[config.mk]
export PLATFORM = sky130hd
export DESIGN_NAME = color_sweep_pattern_generator
export DESIGN_NICKNAME = d
export VERILOG_FILES = /design/src/hdl/csweep_pkg.sv /design/src/hdl/csweep_cfg.sv /design/src/hdl/csweep_lcg.sv /design/src/hdl/color_sweep_pattern_generator.sv
export SDC_FILE = /design/constraint.sdc
export NUM_CORES = 1
export LEC_CHECK = 0
export BUFFER_PORTS_ARGS = -buffer_cell sky130_fd_sc_hd__buf_2
export CELL_PAD_IN_SITES_DETAIL_PLACEMENT = 2
export CELL_PAD_IN_SITES_GLOBAL_PLACEMENT = 2
export CORE_ASPECT_RATIO = 1.75
export CORE_MARGIN = 2
export CORE_UTILIZATION = 40
export DETAILED_ROUTE_END_ITERATION = 6
export GPL_ROUTABILITY_DRIVEN = 0
export PLACE_DENSITY_LB_ADDON = 0.15
export SLEW_MARGIN = 20
export SYNTH_ARGS = -nofsm -noshare
export SYNTH_HDL_FRONTEND = slang
export SYNTH_SLANG_ARGS = --single-unit
export TNS_END_PERCENT = 5
[constraint.sdc]
create_clock -name clk -period 13.2 [get_ports clk]
set_input_delay 0.66 -clock clk [delete_from_list [all_inputs] [get_ports clk]]
set_output_delay 0.66 -clock clk [all_outputs]
set_load 0.02 [all_outputs]
[src/hdl/csweep_pkg.sv]
// Shared types, constants and helper functions for the colour sweep generator.
// Used by csweep_cfg, csweep_lcg and color_sweep_pattern_generator.
`timescale 1ns / 1ps
`default_nettype none

package csweep_pkg;

    // Register indexes on the configuration port (word address bit 2)
    localparam logic REG_RAMP_INCR   = 1'b0;
    localparam logic REG_WALK_FRAMES = 1'b1;

    localparam logic [7:0]  RAMP_INCR_RST   = 8'd8;
    localparam logic [15:0] WALK_FRAMES_RST = 16'd256;

    // Phase codes
    localparam logic [2:0] PH_RED  = 3'd0;
    localparam logic [2:0] PH_GREY = 3'd6;
    localparam logic [2:0] PH_WALK = 3'd7;

    // Walk channel select
    localparam logic [1:0] CH_RED   = 2'd0;
    localparam logic [1:0] CH_GREEN = 2'd1;
    localparam logic [1:0] CH_BLUE  = 2'd2;

    localparam logic [7:0] CHAN_MAX   = 8'd255;
    localparam logic [7:0] WALK_START = 8'd128;

    // Generator constants, multiplier taken one byte per cycle, low byte first
    localparam logic [31:0] LCG_ADD   = 32'd12345;
    localparam logic [31:0] LCG_SEED0 = 32'd12345;
    localparam logic [1:0]  LCG_LAST_DIGIT = 2'd3;

    typedef enum logic [1:0] {
        ST_IDLE,
        ST_RAND,
        ST_EMIT
    } state_t;

    typedef struct packed {
        logic [7:0]  ramp_incr;
        logic [15:0] walk_frames;
    } cfg_t;

    typedef struct packed {
        logic        busy;
        logic        done;
        logic [14:0] rnd;
    } lcg_stat_t;

    function automatic logic [7:0] lcg_digit(input logic [1:0] idx);
        logic [7:0] d;
        case (idx)
            2'd0:    d = 8'h6D;
            2'd1:    d = 8'h4E;
            2'd2:    d = 8'hC6;
            2'd3:    d = 8'h41;
            default: d = 8'h00;
        endcase
        return d;
    endfunction

    // Channel enables: bit 2 red, bit 1 green, bit 0 blue
    function automatic logic [2:0] phase_mask(input logic [2:0] ph);
        logic [2:0] m;
        case (ph)
            3'd0:    m = 3'b100;
            3'd1:    m = 3'b010;
            3'd2:    m = 3'b001;
            3'd3:    m = 3'b110;
            3'd4:    m = 3'b101;
            3'd5:    m = 3'b011;
            3'd6:    m = 3'b111;
            default: m = 3'b000;
        endcase
        return m;
    endfunction

    function automatic logic [15:0] pack565(input logic [7:0] r, input logic [7:0] g,
                                            input logic [7:0] b);
        return {r[7:3], g[7:2], b[7:3]};
    endfunction

    // Remainder by 15: hex digits sum modulo 15 since 16 is 1 mod 15
    function automatic logic [3:0] mod15(input logic [14:0] x);
        logic [5:0] s1;
        logic [4:0] s2;
        s1 = {2'b0, x[3:0]} + {2'b0, x[7:4]} + {2'b0, x[11:8]} + {3'b0, x[14:12]};
        s2 = {3'b0, s1[5:4]} + {1'b0, s1[3:0]};
        if (s2 >= 5'd15)
        begin
            s2 = s2 - 5'd15;
        end
        return s2[3:0];
    endfunction

    // Add (rnd mod 15) - 7 and clamp to 0..255
    function automatic logic [7:0] walk_step(input logic [7:0] v, input logic [14:0] rnd);
        logic [9:0] t;
        logic [7:0] res;
        t = {2'b0, v} + {6'b0, mod15(rnd)};
        if (t < 10'd7)
        begin
            res = 8'd0;
        end
        else if (t > 10'd262)
        begin
            res = CHAN_MAX;
        end
        else
        begin
            t = t - 10'd7;
            res = t[7:0];
        end
        return res;
    endfunction

endpackage

`default_nettype wire

[src/hdl/csweep_cfg.sv]
// APB-style register block: sweep step and walk length.
// Depends on csweep_pkg for the register indexes and the cfg_t bundle.
`timescale 1ns / 1ps
`default_nettype none

module csweep_cfg (
    input  wire logic              clk,
    input  wire logic              rst_n,
    input  wire logic              psel,
    input  wire logic              penable,
    input  wire logic              pwrite,
    input  wire logic [2:0]        paddr,
    input  wire logic [31:0]       pwdata,
    output logic [31:0]            prdata,
    output logic                   pready,
    output csweep_pkg::cfg_t       cfg
);
    import csweep_pkg::*;

    logic [7:0]  step_reg;
    logic [7:0]  step_next;
    logic [15:0] frames_reg;
    logic [15:0] frames_next;
    logic        wr_en;

    assign pready = 1'b1;
    assign wr_en  = psel & penable & pwrite;

    always_comb
    begin
        step_next   = step_reg;
        frames_next = frames_reg;
        if (wr_en)
        begin
            case (paddr[2])
                REG_RAMP_INCR:   step_next   = pwdata[7:0];
                REG_WALK_FRAMES: frames_next = pwdata[15:0];
                default:         step_next   = step_reg;
            endcase
        end
    end

    always_comb
    begin
        case (paddr[2])
            REG_RAMP_INCR:   prdata = {24'd0, step_reg};
            REG_WALK_FRAMES: prdata = {16'd0, frames_reg};
            default:         prdata = 32'd0;
        endcase
    end

    always_ff @(posedge clk or negedge rst_n)
    begin
        if (!rst_n)
        begin
            step_reg   <= RAMP_INCR_RST;
            frames_reg <= WALK_FRAMES_RST;
        end
        else
        begin
            step_reg   <= step_next;
            frames_reg <= frames_next;
        end
    end

    assign cfg.ramp_incr   = step_reg;
    assign cfg.walk_frames = frames_reg;

endmodule

`default_nettype wire

[src/hdl/csweep_lcg.sv]
// Linear congruential generator, multiplier applied one byte digit per cycle.
// Depends on csweep_pkg for the constants and the status bundle.
`timescale 1ns / 1ps
`default_nettype none

module csweep_lcg (
    input  wire logic               clk,
    input  wire logic               rst_n,
    input  wire logic               start,
    output csweep_pkg::lcg_stat_t   stat
);
    import csweep_pkg::*;

    logic [31:0] seed_reg;
    logic [31:0] seed_next;
    logic [31:0] acc_reg;
    logic [31:0] acc_next;
    logic [1:0]  cnt_reg;
    logic [1:0]  cnt_next;
    logic        busy_reg;
    logic        busy_next;
    logic        done_reg;
    logic        done_next;
    logic [31:0] prod;
    logic [31:0] prod_sh;

    assign prod = seed_reg * {24'd0, lcg_digit(cnt_reg)};

    // Weight the partial product by the digit position
    always_comb
    begin
        case (cnt_reg)
            2'd0:    prod_sh = prod;
            2'd1:    prod_sh = {prod[23:0], 8'd0};
            2'd2:    prod_sh = {prod[15:0], 16'd0};
            2'd3:    prod_sh = {prod[7:0], 24'd0};
            default: prod_sh = prod;
        endcase
    end

    always_comb
    begin
        seed_next = seed_reg;
        acc_next  = acc_reg;
        cnt_next  = cnt_reg;
        busy_next = busy_reg;
        done_next = 1'b0;
        if (start)
        begin
            acc_next  = LCG_ADD;
            cnt_next  = 2'd0;
            busy_next = 1'b1;
        end
        else if (busy_reg)
        begin
            acc_next = acc_reg + prod_sh;
            cnt_next = cnt_reg + 2'd1;
            if (cnt_reg == LCG_LAST_DIGIT)
            begin
                seed_next = acc_reg + prod_sh;
                busy_next = 1'b0;
                done_next = 1'b1;
            end
        end
    end

    always_ff @(posedge clk or negedge rst_n)
    begin
        if (!rst_n)
        begin
            seed_reg <= LCG_SEED0;
            cnt_reg  <= 2'd0;
            busy_reg <= 1'b0;
            done_reg <= 1'b0;
        end
        else
        begin
            seed_reg <= seed_next;
            cnt_reg  <= cnt_next;
            busy_reg <= busy_next;
            done_reg <= done_next;
        end
    end

    always_ff @(posedge clk)
    begin
        acc_reg <= acc_next;
    end

    assign stat.busy = busy_reg;
    assign stat.done = done_reg;
    assign stat.rnd  = seed_reg[30:16];

endmodule

`default_nettype wire

[src/hdl/color_sweep_pattern_generator.sv]
// Colour sweep frame generator: an accepted word is registered into the result registers and
// then into the output registers when the output is not stalled; in the random walk three
// generator updates (four multiplier digits plus hand-over each) come first and set the pace.
// A new word is taken only in the idle state, once the previous frame has been emitted.
// Reset restores step 8, walk length 256, phase 0, walk at 128 and the seed to 12345.
`timescale 1ns / 1ps
`default_nettype none

module color_sweep_pattern_generator (
    input  wire logic         clk,
    input  wire logic         rst_n,
    input  wire logic         psel,
    input  wire logic         penable,
    input  wire logic         pwrite,
    input  wire logic [2:0]   paddr,
    input  wire logic [31:0]  pwdata,
    output logic [31:0]       prdata,
    output logic              pready,
    input  wire logic         in_valid,
    output logic              in_stall,
    input  wire logic         restart,
    output logic              out_valid,
    input  wire logic         out_stall,
    output logic [15:0]       color,
    output logic [2:0]        phase_index,
    output logic              last_frame
);
    import csweep_pkg::*;

    cfg_t      cfg;
    lcg_stat_t lcg_stat;
    logic      lcg_start;

    state_t      state_reg;
    state_t      state_next;
    logic [2:0]  phase_reg;
    logic [2:0]  phase_next;
    logic [8:0]  ramp_reg;
    logic [8:0]  ramp_next;
    logic [7:0]  wr_reg;
    logic [7:0]  wr_next;
    logic [7:0]  wg_reg;
    logic [7:0]  wg_next;
    logic [7:0]  wb_reg;
    logic [7:0]  wb_next;
    logic [15:0] count_reg;
    logic [15:0] count_next;
    logic [1:0]  ch_reg;
    logic [1:0]  ch_next;
    logic [15:0] res_color_reg;
    logic [15:0] res_color_next;
    logic [2:0]  res_phase_reg;
    logic [2:0]  res_phase_next;
    logic        res_last_reg;
    logic        res_last_next;
    logic        out_valid_reg;
    logic        out_valid_next;
    logic [15:0] out_color_reg;
    logic [2:0]  out_phase_reg;
    logic        out_last_reg;

    logic        accept;
    logic        go_walk;
    logic        emit_fire;
    logic [2:0]  eff_phase;
    logic [8:0]  eff_ramp;
    logic [7:0]  step_eff;
    logic [15:0] limit;
    logic [9:0]  ramp_sum;
    logic [7:0]  ramp_val;
    logic [2:0]  mask;
    logic [7:0]  cur_chan;
    logic [7:0]  new_chan;
    logic [15:0] cnt_inc;

    csweep_cfg u_cfg (
        .clk     (clk),
        .rst_n   (rst_n),
        .psel    (psel),
        .penable (penable),
        .pwrite  (pwrite),
        .paddr   (paddr),
        .pwdata  (pwdata),
        .prdata  (prdata),
        .pready  (pready),
        .cfg     (cfg)
    );

    csweep_lcg u_lcg (
        .clk   (clk),
        .rst_n (rst_n),
        .start (lcg_start),
        .stat  (lcg_stat)
    );

    assign accept    = in_valid & ~in_stall;
    assign eff_phase = restart ? PH_RED : phase_reg;
    assign eff_ramp  = restart ? 9'd0 : ramp_reg;
    assign go_walk   = (eff_phase == PH_WALK);
    assign step_eff  = (cfg.ramp_incr == 8'd0) ? 8'd1 : cfg.ramp_incr;
    assign limit     = (cfg.walk_frames == 16'd0) ? 16'd1 : cfg.walk_frames;
    assign ramp_sum  = {1'b0, eff_ramp} + {2'b0, step_eff};
    assign ramp_val  = (ramp_sum <= {2'b0, CHAN_MAX}) ? eff_ramp[7:0] : CHAN_MAX;
    assign mask      = phase_mask(eff_phase);
    assign new_chan  = walk_step(cur_chan, lcg_stat.rnd);
    assign cnt_inc   = count_reg + 16'd1;

    always_comb
    begin
        case (ch_reg)
            CH_RED:   cur_chan = wr_reg;
            CH_GREEN: cur_chan = wg_reg;
            CH_BLUE:  cur_chan = wb_reg;
            default:  cur_chan = wb_reg;
        endcase
    end

    // Next state
    always_comb
    begin
        state_next = state_reg;
        case (state_reg)
            ST_IDLE:
            begin
                if (accept)
                begin
                    state_next = go_walk ? ST_RAND : ST_EMIT;
                end
            end
            ST_RAND:
            begin
                if (lcg_stat.done && ch_reg == CH_BLUE)
                begin
                    state_next = ST_EMIT;
                end
            end
            ST_EMIT:
            begin
                if (!out_valid_reg || !out_stall)
                begin
                    state_next = ST_IDLE;
                end
            end
            default: state_next = ST_IDLE;
        endcase
    end

    // State outputs
    always_comb
    begin
        in_stall  = 1'b1;
        lcg_start = 1'b0;
        emit_fire = 1'b0;
        case (state_reg)
            ST_IDLE:
            begin
                in_stall  = 1'b0;
                lcg_start = in_valid & go_walk;
            end
            ST_RAND:
            begin
                lcg_start = lcg_stat.done & (ch_reg != CH_BLUE);
            end
            ST_EMIT:
            begin
                emit_fire = ~out_valid_reg | ~out_stall;
            end
            default: in_stall = 1'b1;
        endcase
    end

    // Frame datapath
    always_comb
    begin
        phase_next     = phase_reg;
        ramp_next      = ramp_reg;
        wr_next        = wr_reg;
        wg_next        = wg_reg;
        wb_next        = wb_reg;
        count_next     = count_reg;
        ch_next        = ch_reg;
        res_color_next = res_color_reg;
        res_phase_next = res_phase_reg;
        res_last_next  = res_last_reg;
        if (accept)
        begin
            if (restart)
            begin
                phase_next = PH_RED;
                ramp_next  = 9'd0;
                wr_next    = WALK_START;
                wg_next    = WALK_START;
                wb_next    = WALK_START;
                count_next = 16'd0;
            end
            if (go_walk)
            begin
                ch_next = CH_RED;
            end
            else
            begin
                if (ramp_sum <= {2'b0, CHAN_MAX})
                begin
                    ramp_next = ramp_sum[8:0];
                end
                else
                begin
                    ramp_next  = 9'd0;
                    phase_next = eff_phase + 3'd1;
                    if (eff_phase == PH_GREY)
                    begin
                        wr_next    = WALK_START;
                        wg_next    = WALK_START;
                        wb_next    = WALK_START;
                        count_next = 16'd0;
                    end
                end
                res_color_next = pack565(mask[2] ? ramp_val : 8'd0,
                                         mask[1] ? ramp_val : 8'd0,
                                         mask[0] ? ramp_val : 8'd0);
                res_phase_next = eff_phase;
                res_last_next  = 1'b0;
            end
        end
        else if (state_reg == ST_RAND && lcg_stat.done)
        begin
            case (ch_reg)
                CH_RED:   wr_next = new_chan;
                CH_GREEN: wg_next = new_chan;
                default:  wb_next = new_chan;
            endcase
            ch_next = ch_reg + 2'd1;
            if (ch_reg == CH_BLUE)
            begin
                res_color_next = pack565(wr_reg, wg_reg, new_chan);
                res_phase_next = PH_WALK;
                res_last_next  = (cnt_inc >= limit) || (cnt_inc == 16'd0);
                count_next     = cnt_inc;
                // Close the walk and go back to the red ramp
                if ((cnt_inc >= limit) || (cnt_inc == 16'd0))
                begin
                    phase_next = PH_RED;
                    ramp_next  = 9'd0;
                    wr_next    = WALK_START;
                    wg_next    = WALK_START;
                    wb_next    = WALK_START;
                    count_next = 16'd0;
                end
            end
        end
    end

    always_comb
    begin
        out_valid_next = out_valid_reg;
        if (emit_fire)
        begin
            out_valid_next = 1'b1;
        end
        else if (!out_stall)
        begin
            out_valid_next = 1'b0;
        end
    end

    always_ff @(posedge clk or negedge rst_n)
    begin
        if (!rst_n)
        begin
            state_reg     <= ST_IDLE;
            phase_reg     <= PH_RED;
            ramp_reg      <= 9'd0;
            wr_reg        <= WALK_START;
            wg_reg        <= WALK_START;
            wb_reg        <= WALK_START;
            count_reg     <= 16'd0;
            ch_reg        <= CH_RED;
            out_valid_reg <= 1'b0;
        end
        else
        begin
            state_reg     <= state_next;
            phase_reg     <= phase_next;
            ramp_reg      <= ramp_next;
            wr_reg        <= wr_next;
            wg_reg        <= wg_next;
            wb_reg        <= wb_next;
            count_reg     <= count_next;
            ch_reg        <= ch_next;
            out_valid_reg <= out_valid_next;
        end
    end

    always_ff @(posedge clk)
    begin
        res_color_reg <= res_color_next;
        res_phase_reg <= res_phase_next;
        res_last_reg  <= res_last_next;
        if (emit_fire)
        begin
            out_color_reg <= res_color_reg;
            out_phase_reg <= res_phase_reg;
            out_last_reg  <= res_last_reg;
        end
    end

    assign out_valid   = out_valid_reg;
    assign color       = out_color_reg;
    assign phase_index = out_phase_reg;
    assign last_frame  = out_last_reg;

`ifndef SYNTH
    a_lcg_only_in_walk: assert property (@(posedge clk) disable iff (!rst_n)
        lcg_stat.busy |-> state_reg == ST_RAND)
        else $error("generator running outside the walk state");

    a_walk_ramp_clear: assert property (@(posedge clk) disable iff (!rst_n)
        phase_reg == PH_WALK |-> ramp_reg == 9'd0)
        else $error("ramp not cleared during the walk");

    a_valid_from_emit: assert property (@(posedge clk) disable iff (!rst_n)
        $rose(out_valid) |-> $past(state_reg) == ST_EMIT)
        else $error("result raised without an emit");

    a_last_in_walk: assert property (@(posedge clk) disable iff (!rst_n)
        out_valid && last_frame |-> phase_index == PH_WALK)
        else $error("last frame flagged outside the walk");
`endif

endmodule

`default_nettype wire

# [Word-level counts from Yosys, hierarchy flattened]
# Index checks and enable logic that the tools add are counted.
[word_totals] out_inout_bits=55 inputBits=43 register_bits=189 word_cells=194
[classes] n_reduce_logical=26 n_bitwise=10 n_mul=1 n_eq_ne=21 order_cmp=5 addsub=13 mux=96
[ops] cell="$mux 8" count=34
[ops] cell="$mux 16" count=13
[ops] cell="$pmux 32 s4" count=1
[ops] cell="$pmux 32 s2" count=1
[ops] cell="$mux 9" count=7
[ops] cell="$mux 3" count=11
[ops] cell="$add 32x32->32" count=1
[ops] cell="$logic_not 16->1" count=2
[ops] cell="$mul 32x8->32" count=1
[ops] cell="$pmux 8 s4" count=1
[ops] cell="$pmux 3 s7" count=1
[ops] cell="$mux 2" count=9
[ops] cell="$add 16x1->16 const B" count=1
[ops] cell="$ge 16x16->1" count=1
[ops] cell="$pmux 8 s2" count=1
[ops] cell="$mux 1" count=14
[ops] cell="$eq 3x3->1 const B" count=4
[ops] cell="$reduce_and 3->1" count=4
[ops] cell="$add 9x8->10" count=1
[ops] cell="$le 10x8->1 const B" count=1
[ops] cell="$ne 2x2->1 const B" count=5
[ops] cell="$add 8x4->9" count=1
[ops] cell="$gt 9x9->1 const B" count=1
[ops] cell="$lt 9x3->1 const B" count=1
[ops] cell="other kinds (29)" count=55

# [Longest topological paths before layout]
[logic_depth] word_depth=15 ltp_mapped=35 ltp_nobuf=32

# [Hierarchy]
# A second synthesis with hierarchy kept.
[hier_totals] cells_unflattened=2066 area_unflattened_um2=18645.4
[modules_own_cells] module="csweep_lcg" n_inst=1 seq_area_each_um2=1503.9 cells_each=1316 area_per_inst_um2=10812.9
[modules_own_cells] module="color_sweep_pattern_generator" n_inst=1 seq_area_each_um2=2631.3 cells_each=662 area_per_inst_um2=6577.6
[modules_own_cells] module="csweep_cfg" n_inst=1 seq_area_each_um2=603.1 cells_each=88 area_per_inst_um2=1255.0

# [Worst setup path after synthesis]
# No wires, ideal clock.
[synth_path] path_type="register to register" startpoint="reg u_lcg.cnt_reg[0]" endpoint="reg u_lcg.acc_reg[23]" path_stages_with_launch=29 required_time_ns=13.070 setup_ns=0.130 synth_period_minus_slack_ns=7.570 n_path_buf=4 slack_ns=5.630 arrival_ns=7.441 cell_sequence="dfrtp_1 -> inv_1 -> ha_1 -> clkbuf_1 -> clkbuf_1 -> clkbuf_1 -> clkbuf_1 -> and2_1 -> fa_1 -> fa_1 -> fa_1 -> fa_1 -> ha_1 -> or3_1 -> o21ai_1 -> nand2_1 -> a21o_1 -> a21o_1 -> xnor2_1 -> a21oi_1 -> ha_1 -> nand3_1 -> or4b_2 -> o21ai_0 -> nand3_1 -> o21ai_0 -> a31oi_1 -> xor2_1 -> o22ai_1"
[synth_between] elab_chain_cells=5 elab_cells_between_ends=8 classes_between="1 x add/sub; 1 x mul; 3 x eq/ne; 2 x mux; 1 x reduce/logical"
[synth_rtl] item="from (decl)" line_no="csweep_lcg.sv:18" source="logic [1:0] cnt_reg;"
[synth_rtl] item="from (signal assigned)" line_no="csweep_lcg.sv:79" source="cnt_reg <= cnt_next;"
[synth_rtl] item="$eq 2x2->1, or another cell as far along" line_no="csweep_pkg.sv:52, csweep_lcg.sv:32"
[synth_rtl] item="$pmux 8 s4" line_no="csweep_pkg.sv:52" source="case (idx)"
[synth_rtl] item="$mul 32x8->32" line_no="csweep_lcg.sv:27" source="assign prod = seed_reg * {24'd0, lcg_digit(cnt_reg)};"
[synth_rtl] item="$pmux 32 s4 (*)" line_no="csweep_lcg.sv:32" source="case (cnt_reg)"
[synth_rtl] item="$add 32x32->32 (*)" line_no="csweep_lcg.sv:56" source="acc_next = acc_reg + prod_sh;"
[synth_rtl] item="to (signal assigned)" line_no="csweep_lcg.sv:87" source="acc_reg <= acc_next;"
[synth_rtl] item="to (decl)" line_no="csweep_lcg.sv:16" source="logic [31:0] acc_reg;"
# Mark *: on every way between the ends. The rest lies on a longest branch, timed or not. The select of a mux whose other input is x is not followed.
# A chain may end at the register's enable or synchronous reset.

# [Worst setup path in the final report]
# Same ends and word-level chain as after synthesis.

==> results.py <==
metrics = {
    "layout": {
        "area_growth_pct": 7.776,
        "fillerInstances": 4721,
        "n_antenna_cell": 0,
        "multi_input_area_mm2": 0.01183,
        "drive_above_1_share_pct": 11.04,
        "nets": 2152,
        "seq_area_mm2": 0.004740,
    },
    "drt": {
        "routed-via-count": 13520,
        "drc": 0,
        "postRouteAntennaNets": 0,
        "routed_wl_um": 53760,
        "drt-initial-drc-count": 351,
        "vias_per_cell": 5.622,
        "wl_per_cell_um": 22.36,
        "dr.pass1.iters": 4,
    },
    "timing": {
        "post-route-period-util_pct": 63.86,
        "fin_tns_setup_ps": 0,
        "fin_crit_ps": 8430,
        "fmax_mhz": 118.6,
        "finalSetupViolCount": 0,
        "maxSlewViolCount": 0,
        "tightest_slew_ps": 1106,
        "rsz0062_at_grt": "no",
        "hold_viol_final": 0,
        "fin_skew_ps": 16.28,
        "max_slew_margin_pct": 26.28,
    },
    "yosys": {
        "ys_seq_area_share_pct": 27.16,
        "netlist_top_cells_count": "149 x ha_1, 140 x inv_1, 135 x fa_1",
        "synth_largest_area_cell": "fa_1",
        "syn_area_mm2": 0.01744,
        "ys_top_cells_by_area": "fa_1 15%, dfrtp_1 15%, ha_1 11%, edfxtp_1 6.9%, and2_1 3.7%",
        "synthSimpleGateAreaFrac_pct": 16.20,
        "yosys_warnings": 0,
        "synth_top_area_share_pct": 15.49,
        "avgSynthCellArea_um2": 9.658,
        "synthAdderAreaFrac_pct": 26.18,
        "async_reset_ff_share_pct": 62.03,
        "synth_compound_area_share_pct": 15.15,
        "synth_seq_cells": 187,
        "ys.flop_type": "dfrtp_1",
        "synth.area.mux_share_pct": 5.165,
        "synth_xor_area_share_pct": 4.598,
        "synthCells": 1806,
        "synth_edf_count": 40,
        "yosysMostFrequentCell": "ha_1",
        "synth_cell_types": 88,
        "synth_top_family_by_area": "adder cells",
    },
    "placed_design": {
        "dp_hpwl_um": 42320,
        "io_buffers": 62,
    },
    "clocking": {
        "cts-root-buf": "clkbuf_16",
        "post_cts_buffers": 0,
        "path_clk_slew_ps": 80,
        "clkSinkCount": 187,
        "tritoncts": "done",
        "cts_buffer_depth": 2,
        "cts_buffers": 17,
        "cts_hold_buf": 0,
        "cts_resized": 0,
        "h-tree-depth": 4,
        "clk_latency_ps": 470,
    },
    "setup_path": {
        "cp_slowest_cell": "or4b_2",
        "worst-path-buf-inv": 4,
        "cpLargestDelayFamily": "adder cells",
        "worst_setup_path_end_kind": "flip-flop",
        "crit_path_max_fanout": 34,
        "r2r_setup_slack_ps": 4770,
        "crit_required_ps": 13530,
        "critical_path_class": "reg -> reg",
        "max_stage_delay_ps": 700,
        "critPathLaunchType": "flip-flop",
        "arrival_ps": 8760,
    },
    "global_route": {
        "grt_pass1_wl_um": 86800,
        "grt_pass1_vias": 15830,
        "track_usage_pct": 24.69,
        "gr-total-overflow": 0,
        "antenna_found_initial": 1,
        "grt_max_degree": 71,
    },
    "die": {
        "start_util_pct": 40.36,
        "die_area_mm2": 0.04536,
        "dieWidth_um": 161.9,
        "fp.coreArea_mm2": 0.04322,
        "rows": 101,
        "boundaryPins": 98,
        "dieHeight_um": 280.3,
    },
    "run_status": {
        "status": "finished, final reports clean",
    },
    "worst_hold_path": {
        "hold_path.class": "in -> async",
    },
    "run": {
        "cap_violations": 0,
    },
}
routing by layer:
metal	vias up	part of all wire (%)	wire length [µm]	track usage [%]
li1	6222	-	-	-
met1	6980	36	19250	24.73
met3	111	1.8	951	2.336
met4	0	4.5	2423	11.05
met5	-	0	0	0
met2	203	58	31130	50.11
path summary, 6_finish.rpt:
| check | from | cells past startpoint | end |
|---|---|---|---|
| max | u_lcg.cnt_reg[0] | 28 | u_lcg.acc_reg[23] |
| min | rst_n | 1 | u_cfg.frames_reg[14] |
| max in group asynchronous | rst_n | 2 | u_cfg.frames_reg[7] |
| max reg2reg | u_lcg.cnt_reg[0] | 28 | u_lcg.acc_reg[23] |
| min in group clk | pwdata[12] | 2 | u_cfg.frames_reg[12] |
| min reg2reg | res_color_reg[1] | 0 | color[1] |
cell usage in the layout (no fill, tap or decap), types with 6 or more instances in the layout:
cell type / instances
a211oi_1: 8
a21o_1: 49
a21oi_1: 79
a221o_1: 7
a221oi_1: 10
a22o_1: 44
a22oi_1: 11
a31oi_1: 8
a32o_1: 6
and2_1: 102
buf_2: 61
buf_4: 16
clkbuf_16: 17
conb_1: 17
dfrtp_1: 104
dfstp_2: 11
dfxtp_1: 31
edfxtp_1: 40
fa_1: 135
ha_1: 147
inv_1: 140
mux2_2: 52
mux2i_1: 30
nand2_1: 126
nand2b_1: 23
nand3_1: 34
nand3b_1: 6
nand4_1: 10
nor2_1: 108
nor2b_1: 81
nor3_1: 16
nor4_1: 8
o21a_1: 17
o21ai_0: 74
o21bai_1: 8
o22ai_1: 10
xnor2_1: 57
xor2_1: 30
worst reg2reg max path, delay by kind of cell, from the launching register on:
| family | cells | cell delay, ps |
|---|---|---|
| compound gates | 8 | 2030 |
| xor+xnor | 2 | 440 |
| fa+ha+maj | 7 | 3050 |
| buf+inv | 4 | 550 |
| flops | 1 | 430 |
| simple gates | 7 | 1790 |
cell families after synthesis:
| logic type | count (synthesis) |
|---|---|
| mux | 83 |
| simple gates | 543 |
| flops | 187 |
| buf+inv | 233 |
| fa+ha+maj | 284 |
| xor+xnor | 89 |
| compound gates | 385 |
| other cells | 2 |
area by class of cell:
type                            instances  area share (%)
Multi-Input combinational cell       1401           62.92
Sequential cell                       187           25.21
Tap cell                              566           3.767
Inverter                              141           2.815
Clock buffer                           19           2.303
Timing Repair Buffer                   77           2.263
Clock inverter                         13          0.7188
through the flow:
stage	cell area [µm²]	hold slack, ps	worst slack, ps	instances	utilization [%]
detailed placement	18230	405.1	4542	2372	42.18
CTS	18800	242.1	4504	2404	43.49
global route	18800	273.2	4307	2404	43.50
floorplan	17500	364.4	5630	1821	-
finish	18800	224.4	4770	2404	43.50
global placement	18220	405.4	4713	2372	42.16
Power is left out: the tool's default activity adds up to more than one toggle a clock period on the data nets, which glitch-free logic cannot reach.
